### src/sv/csvtok_pkg.sv
// Shared types and constants for the CSV field tokenizer.
package csvtok_pkg;

  localparam logic [7:0] CharQuote   = 8'h22;
  localparam logic [7:0] CharNewline = 8'h0A;
  localparam logic [7:0] DelimReset  = 8'h2C;

  localparam int QDepth    = 4;
  localparam int QPtrW     = $clog2(QDepth);
  localparam int QCountW   = $clog2(QDepth + 1);

  // Classified input byte, as handed from front to back.
  typedef struct packed {
    logic [7:0] data_char;
    logic       end_of_file;
    logic       is_quote;
    logic       is_newline;
    logic       is_delim;
  } token_t;

  typedef struct packed {
    logic       has_char;
    logic [7:0] cell_char;
    logic       cell_end;
    logic       row_end;
  } result_t;

  // Queue status toward the producer and consumer sides.
  typedef struct packed {
    logic full;
    logic empty;
  } q_status_t;

  typedef enum logic [3:0] {
    PH_START  = 4'b0001,
    PH_PLAIN  = 4'b0010,
    PH_QUOTED = 4'b0100,
    PH_QSEEN  = 4'b1000
  } phase_t;

endpackage

### src/sv/csvtok_if.sv
// Channel interfaces: input bytes, result items and the delimiter write port.
interface csvtok_in_if;
  logic       valid;
  logic       ready;
  logic [7:0] data_char;
  logic       end_of_file;

  modport source (output valid, output data_char, output end_of_file, input ready);
  modport sink   (input valid, input data_char, input end_of_file, output ready);
endinterface

interface csvtok_out_if;
  logic       valid;
  logic       ready;
  logic       has_char;
  logic [7:0] cell_char;
  logic       cell_end;
  logic       row_end;

  modport source (output valid, output has_char, output cell_char, output cell_end,
                  output row_end, input ready);
  modport sink   (input valid, input has_char, input cell_char, input cell_end,
                  input row_end, output ready);
endinterface

interface csvtok_cfg_if;
  logic       valid;
  logic       ready;
  logic [7:0] data;

  modport source (output valid, output data, input ready);
  modport sink   (input valid, input data, output ready);
endinterface

### src/sv/csvtok_front.sv
// Front end: delimiter register and byte classification into tokens.
module csvtok_front import csvtok_pkg::*; (
  input  logic       clk,
  input  logic       rst,
  input  logic       cfg_valid,
  input  logic [7:0] cfg_data,
  input  logic [7:0] data_char,
  input  logic       end_of_file,
  output token_t     token
);

  logic [7:0] delimiter;

  always_ff @(posedge clk) begin
    if (rst) begin
      delimiter <= DelimReset;
    end else if (cfg_valid) begin
      delimiter <= cfg_data;
    end
  end

  always_comb begin
    token.data_char   = data_char;
    token.end_of_file = end_of_file;
    token.is_quote    = (data_char == CharQuote);
    token.is_newline  = (data_char == CharNewline);
    token.is_delim    = (data_char == delimiter);
  end

endmodule

### src/sv/csvtok_queue.sv
// Small token queue between front and back.
module csvtok_queue import csvtok_pkg::*; (
  input  logic      clk,
  input  logic      rst,
  input  logic      push,
  input  token_t    push_token,
  input  logic      pop,
  output token_t    pop_token,
  output q_status_t status
);

  token_t             store [QDepth];
  logic [QPtrW-1:0]   wr_ptr;
  logic [QPtrW-1:0]   rd_ptr;
  logic [QCountW-1:0] count;

  logic do_push;
  logic do_pop;

  assign status.full  = (count == QCountW'(QDepth));
  assign status.empty = (count == '0);
  assign do_push      = push && !status.full;
  assign do_pop       = pop && !status.empty;
  assign pop_token    = store[rd_ptr];

  always_ff @(posedge clk) begin
    if (do_push) begin
      store[wr_ptr] <= push_token;
    end
  end

  always_ff @(posedge clk) begin
    if (rst) begin
      wr_ptr <= '0;
      rd_ptr <= '0;
      count  <= '0;
    end else begin
      if (do_push) wr_ptr <= QPtrW'((QPtrW+1)'(wr_ptr) + 1'b1);
      if (do_pop)  rd_ptr <= QPtrW'((QPtrW+1)'(rd_ptr) + 1'b1);
      unique case ({do_push, do_pop})
        2'b10:   count <= count + 1'b1;
        2'b01:   count <= count - 1'b1;
        default: count <= count;
      endcase
    end
  end

endmodule

### src/sv/csvtok_back.sv
// Back end: cell/row state machine and the result output register.
module csvtok_back import csvtok_pkg::*; (
  input  logic    clk,
  input  logic    rst,
  input  logic    tok_valid,
  input  token_t  tok,
  output logic    tok_pop,
  output logic    out_valid,
  input  logic    out_ready,
  output result_t out_res
);

  phase_t  phase, phase_next;
  logic    row_open, row_open_next;
  logic    res_valid;
  result_t res;

  assign tok_pop = tok_valid && (!out_valid || out_ready);

  always_comb begin
    phase_next    = phase;
    row_open_next = row_open;
    res_valid     = 1'b0;
    res           = '0;
    if (tok.end_of_file) begin
      phase_next    = PH_START;
      row_open_next = 1'b0;
      if (phase != PH_START) begin
        res_valid    = 1'b1;
        res.cell_end = 1'b1;
        res.row_end  = 1'b1;
      end else if (row_open) begin
        res_valid   = 1'b1;
        res.row_end = 1'b1;
      end
    end else begin
      unique case (phase)
        PH_START: begin
          row_open_next = 1'b1;
          // quote wins over a delimiter that equals the quote
          if (tok.is_quote) begin
            phase_next = PH_QUOTED;
          end else if (tok.is_delim || tok.is_newline) begin
            row_open_next = !tok.is_newline;
            res_valid     = 1'b1;
            res.cell_end  = 1'b1;
            res.row_end   = tok.is_newline;
          end else begin
            phase_next    = PH_PLAIN;
            res_valid     = 1'b1;
            res.has_char  = 1'b1;
            res.cell_char = tok.data_char;
          end
        end
        PH_PLAIN: begin
          if (tok.is_delim || tok.is_newline) begin
            phase_next    = PH_START;
            row_open_next = !tok.is_newline;
            res_valid     = 1'b1;
            res.cell_end  = 1'b1;
            res.row_end   = tok.is_newline;
          end else begin
            res_valid     = 1'b1;
            res.has_char  = 1'b1;
            res.cell_char = tok.data_char;
          end
        end
        PH_QUOTED: begin
          if (tok.is_quote) begin
            phase_next = PH_QSEEN;
          end else begin
            res_valid     = 1'b1;
            res.has_char  = 1'b1;
            res.cell_char = tok.data_char;
          end
        end
        PH_QSEEN: begin
          if (tok.is_quote) begin
            // doubled quote
            phase_next    = PH_QUOTED;
            res_valid     = 1'b1;
            res.has_char  = 1'b1;
            res.cell_char = CharQuote;
          end else begin
            // closing quote; this byte ends the cell and is dropped
            phase_next    = PH_START;
            row_open_next = !tok.is_newline;
            res_valid     = 1'b1;
            res.cell_end  = 1'b1;
            res.row_end   = tok.is_newline;
          end
        end
        default: begin
          phase_next = PH_START;
        end
      endcase
    end
  end

  always_ff @(posedge clk) begin
    if (rst) begin
      phase     <= PH_START;
      row_open  <= 1'b0;
      out_valid <= 1'b0;
    end else begin
      if (tok_pop) begin
        phase    <= phase_next;
        row_open <= row_open_next;
      end
      if (tok_pop && res_valid) begin
        out_valid <= 1'b1;
      end else if (out_ready) begin
        out_valid <= 1'b0;
      end
    end
  end

  always_ff @(posedge clk) begin
    if (tok_pop && res_valid) begin
      out_res <= res;
    end
  end

endmodule

### src/sv/csv_field_tokenizer_core.sv
// Top level of the CSV field tokenizer.
//
//   channel | dir | payload                                   | transfer
//   src     | in  | data_char[8], end_of_file                 | valid && ready
//   dst     | out | has_char, cell_char[8], cell_end, row_end | valid && ready
//   cfg     | in  | data[8] = delimiter_char                  | valid && ready
//
// One byte per cycle sustained while dst keeps ready high; a result leaves from the back
// end's output register in the cycle after its byte leaves the 4-entry token queue.
// src.ready drops only when the queue is full behind a stalled dst.
// cfg.ready is always high. Reset (rst, synchronous) restores the comma
// delimiter and the cell-start state; no clearing pass is needed.
module csv_field_tokenizer_core import csvtok_pkg::*; (
  input  logic       clk,
  input  logic       rst,
  csvtok_in_if.sink  src,
  csvtok_out_if.source dst,
  csvtok_cfg_if.sink cfg
);

  token_t    front_tok;
  token_t    back_tok;
  q_status_t q_status;
  logic      tok_pop;
  result_t   out_res;

  assign cfg.ready = 1'b1;
  assign src.ready = !q_status.full;

  csvtok_front u_front (
    .clk         (clk),
    .rst         (rst),
    .cfg_valid   (cfg.valid),
    .cfg_data    (cfg.data),
    .data_char   (src.data_char),
    .end_of_file (src.end_of_file),
    .token       (front_tok)
  );

  csvtok_queue u_queue (
    .clk        (clk),
    .rst        (rst),
    .push       (src.valid),
    .push_token (front_tok),
    .pop        (tok_pop),
    .pop_token  (back_tok),
    .status     (q_status)
  );

  csvtok_back u_back (
    .clk       (clk),
    .rst       (rst),
    .tok_valid (!q_status.empty),
    .tok       (back_tok),
    .tok_pop   (tok_pop),
    .out_valid (dst.valid),
    .out_ready (dst.ready),
    .out_res   (out_res)
  );

  assign dst.has_char  = out_res.has_char;
  assign dst.cell_char = out_res.cell_char;
  assign dst.cell_end  = out_res.cell_end;
  assign dst.row_end   = out_res.row_end;

endmodule

### src/flat_wrapper.sv
// flat-port wrapper written by rule: the top's interface ports become plain ports
module csv_field_tokenizer_core_flat import csvtok_pkg::*;
  (clk, rst, src_valid, src_data_char, src_end_of_file, src_ready, dst_valid, dst_has_char, dst_cell_char, dst_cell_end, dst_row_end, dst_ready, cfg_valid, cfg_data, cfg_ready);
  csvtok_in_if src_i ();
  csvtok_out_if dst_i ();
  csvtok_cfg_if cfg_i ();
  input  logic clk;
  input  logic rst;
  input wire logic [$bits(src_i.valid)-1:0] src_valid;
  input wire logic [$bits(src_i.data_char)-1:0] src_data_char;
  input wire logic [$bits(src_i.end_of_file)-1:0] src_end_of_file;
  output wire logic [$bits(src_i.ready)-1:0] src_ready;
  output wire logic [$bits(dst_i.valid)-1:0] dst_valid;
  output wire logic [$bits(dst_i.has_char)-1:0] dst_has_char;
  output wire logic [$bits(dst_i.cell_char)-1:0] dst_cell_char;
  output wire logic [$bits(dst_i.cell_end)-1:0] dst_cell_end;
  output wire logic [$bits(dst_i.row_end)-1:0] dst_row_end;
  input wire logic [$bits(dst_i.ready)-1:0] dst_ready;
  input wire logic [$bits(cfg_i.valid)-1:0] cfg_valid;
  input wire logic [$bits(cfg_i.data)-1:0] cfg_data;
  output wire logic [$bits(cfg_i.ready)-1:0] cfg_ready;
  assign src_i.valid = src_valid;
  assign src_i.data_char = src_data_char;
  assign src_i.end_of_file = src_end_of_file;
  assign src_ready = src_i.ready;
  assign dst_valid = dst_i.valid;
  assign dst_has_char = dst_i.has_char;
  assign dst_cell_char = dst_i.cell_char;
  assign dst_cell_end = dst_i.cell_end;
  assign dst_row_end = dst_i.row_end;
  assign dst_i.ready = dst_ready;
  assign cfg_i.valid = cfg_valid;
  assign cfg_i.data = cfg_data;
  assign cfg_ready = cfg_i.ready;
  csv_field_tokenizer_core u_core (.clk(clk), .rst(rst), .src(src_i), .dst(dst_i), .cfg(cfg_i));
endmodule
### config.mk
export PLATFORM = sky130hd
export DESIGN_NAME = csv_field_tokenizer_core_flat
export DESIGN_NICKNAME = d
export VERILOG_FILES = /design/src/sv/csvtok_pkg.sv /design/src/sv/csvtok_if.sv /design/src/sv/csvtok_front.sv /design/src/sv/csvtok_queue.sv /design/src/sv/csvtok_back.sv /design/src/sv/csv_field_tokenizer_core.sv /design/src/flat_wrapper.sv
export SDC_FILE = /design/constraint.sdc
export NUM_CORES = 1
export LEC_CHECK = 0
export ABC_AREA = 0
export ABC_CLOCK_PERIOD_IN_PS = 3400
export CORE_MARGIN = 2
export CORE_UTILIZATION = 65
export CTS_CLUSTER_DIAMETER = 30
export DETAILED_ROUTE_END_ITERATION = 7
export DONT_BUFFER_PORTS = 1
export PLACE_DENSITY = 0.84
export SLEW_MARGIN = 30
export SYNTH_ARGS = -nofsm -noshare
export SYNTH_HDL_FRONTEND = slang
export SYNTH_SLANG_ARGS = --single-unit
### constraint.sdc
create_clock -name clk -period 3.4 [get_ports clk]
set_clock_uncertainty 0.2 [all_clocks]
set_input_delay 0.68 -clock clk [delete_from_list [all_inputs] [get_ports clk]]
set_output_delay 0.68 -clock clk [all_outputs]
set_load 0.05 [all_outputs]
==> impl_results.md <==
* Hold_buf cts at 0
* Drt total wl at 5911 um
* Final Instance Area at 3781 um^2
* FMAX at 369.8 MHz
* DR WL/cell at 17.86 um
* Clock Tree Root: clkbuf_8
* Iter 0 DRT Violations at 137
* GRT Util Overall at 0.2165
* Setup Crit Path Kind: flip-flop to flip-flop
* Initial antenna violation count at 0
* Place WS at 0.6638 ns
* CP Cell Sequence: mux4_2 > nor2_1 > nor4_1 > a211o_1 > inv_1
* Crit path DAT at 2.51 ns
* Post-route DRC violation count at 0
* Post-synth top cells: edfxtp_1, dfxtp_1, nor2_1, a21oi_1, mux4_2
* Antenna-violating nets left at 0
* Worst vdd ir at 0.0004612 V
* Fin Setup TNS at 0 ns
* CP Capture Point: u_core.u_back.out_res[8]$_SDFFCE_PP0P_
* CP Capture Type: flip-flop
* Finished Layout Cells at 331
* Die Span X at 77.76 um
* Startpoint Class: flip-flop
* R2R depth at 5
* Port Buf Inserts at 0
* Hpwl dp at 4091 um
* Register area share after synthesis at 0.6313
* Share of layout cells above drive strength 1 at 0.1379
* Post-CTS sizing at 0
* Max cap viols at 0
* Tot Pwr at 3.232 mW
* Placed instance area at 3595 um^2
* Synth area leader: edfxtp_1
* CTS max path bufs at 2
* Drt pass-1 iters at 4
* Grt peak-use layer: met2
* Depth of the CTS H-tree at 3
* Ys flop type: edfxtp_1
* Met2 Track Usage GR at 0.3569
* Outcome: completed
* CTS tree: yes
* Grt met1 use at 0.2660
* Syn Nets at 280
* Worst min-delay path class: input port to flip-flop
* Clock insertion delay at the later pin of the skew report at 0.34 ns
* Reg-to-Reg End: u_core.u_back.out_res[8]$_SDFFCE_PP0P_
* Post-CTS setup buffer count at 0
* Most frequent cell after synthesis: edfxtp_1
* Total CTS buffers at 9
* Netlist cell types at 50
* Row cnt at 26
* Worst slew pin tran at 0.6459 ns
* Die Y at 77.76 um
* N_diodes at 0
* RSZ-0062 raised after global routing: false
* WHS at 0.2051 ns
* Max-slew headroom at 0.5694
* Final Worst Setup Slack at 0.6960 ns
* WHS Path Cells at 1
* Async SR Flop Fraction at 0
* Fin crit period at 2.704 ns
* Final net count at 284
* Crit-path max FO at 11
* WP data required at 3.20 ns
* Pin count of the biggest net entering global routing at 25
* Number of global-route vias before repair at 1986
* Leakage at 1.304 nW
* Placed insts at 315
* I/O pins at 36
* M3 GR Usage at 0.06512
* Number of synthesized flops with an enable pin at 59
* Post-synthesis register bit count at 82
* CP max stage cell: mux4_2
* DR vias at 2039
* Synth warn at 0
* Clk sink count at 82
* Initial Util at 0.6836
* Pwr/cell area at 854.9 nW/um^2
* Slew Limit Fails at 0
* Reg2reg setup slack at 0.70 ns
* Synth top area share at 0.5011
* Final Hold Viols at 0
* Post-Syn Area per Cell at 14.03 um^2
* Global route overflow at 0
* Mapped cell area at 3536 um^2
* Max incr delay on CP at 0.66 ns
* Top cells by area, synth: edfxtp_1, dfxtp_1, mux4_2, xnor2_1, nor2_1
* Die area at 6046 um^2
* Final setup viols at 0
* First-pass GRT wire length at 9756 um
* Vias per inst at 6.160
* Core Util, Final at 0.7310
* Clk pin slew, worst setup/hold paths at 0.08 ns
* Fin crit share at 0.7953
* Routability congestion estimate at 0.7883
* CORE AREA at 5172 um^2
* Post-Synthesis Cells at 252
* Area grow syn2layout at 6.936%
-- power by group --
| group | total, mW | switching (mW) | internal (mW) |
|---|---|---|---|
| Clock | 0.648 | 0.336 | 0.312 |
| Combinational | 0.879 | 0.490 | 0.390 |
| Sequential | 1.70 | 0.387 | 1.32 |
| Total | 3.23 | 1.21 | 2.02 |
-- worst min path at each step --
stage                                          start                               endpoint
2_1_floorplan    u_core.u_back.row_open$_SDFFE_PP0P_    u_core.u_back.row_open$_SDFFE_PP0P_
3_3_place_gp   u_core.u_queue.wr_ptr[1]$_SDFFE_PP0P_  u_core.u_queue.wr_ptr[1]$_SDFFE_PP0P_
3_5_place_dp   u_core.u_queue.wr_ptr[1]$_SDFFE_PP0P_  u_core.u_queue.wr_ptr[1]$_SDFFE_PP0P_
4_1_cts                                          rst   u_core.u_queue.count[2]$_SDFFE_PP0P_
5_1_grt                                          rst   u_core.u_queue.count[2]$_SDFFE_PP0P_
6_report                                         rst   u_core.u_queue.count[2]$_SDFFE_PP0P_
-- layout make-up --
type | count | area (um^2)
Timing Repair Buffer | 3 | 22.52
Sequential cell | 82 | 2232
Clock inverter | 5 | 33.78
Fill cell | 339 | 1391
Multi-Input combinational cell | 151 | 1219
Tap cell | 70 | 87.58
Inverter | 9 | 33.78
Clock buffer | 11 | 152.6
-- worst max-delay path: cells and delay by family, from the launching register on --
| kind | cells | cell delay, ns |
|---|---|---|
| muxes | 1 | 0.66 |
| AOI/OAI and AO/OA | 1 | 0.27 |
| DFF | 1 | 0.64 |
| and+or+nand+nor | 2 | 0.29 |
| buffers and inverters | 1 | 0.31 |
-- cell usage in the layout, fill, tap and decap left out, types with 2 or more instances in the layout --
cell	n
edfxtp_1	59
dfxtp_1	23
nor2_1	22
mux4_2	12
a21oi_1	12
xnor2_1	11
inv_1	9
nor2b_1	9
clkbuf_8	9
nand2_1	7
o21ai_0	7
mux2i_1	7
a211o_1	5
nand3_1	5
ha_1	5
or4b_1	4
and3_1	4
nand2b_1	3
nor3_1	3
xor2_1	3
buf_4	3
nor4_1	2
nor3b_1	2
nand4_1	2
a311oi_1	2
a31oi_1	2
inv_4	2
-- flip-flops by register name (all words and copies together) (netlist names), named ones only --
name	count
u_core.u_front.delimiter	8
u_core.u_queue.rd_ptr	2
u_core.u_back.row_open	1
u_core.u_back.out_res	11
u_core.u_queue.store	48
u_core.u_back.phase	4
u_core.u_queue.count	3
u_core.u_back.out_valid	1
u_core.u_queue.wr_ptr	2
-- metal layers --
layer | vias to the layer above | wire (um)
li1 | 953 | -
met1 | 997 | 2553
met2 | 77 | 2946
met3 | 12 | 304
met4 | 0 | 107
met5 | - | 0
-- cell families after synthesis --
group | share of synthesized area
flip-flops | 0.6313
AND/OR/NAND/NOR | 0.1168
AO/OA/AOI/OAI | 0.06936
multiplexers | 0.09943
buffers and inverters | 0.02406
XOR/XNOR | 0.03468
adder cells (fa/ha/maj) | 0.02335
other | 0.001061
Note: power is estimated with default switching activity, not from simulation.
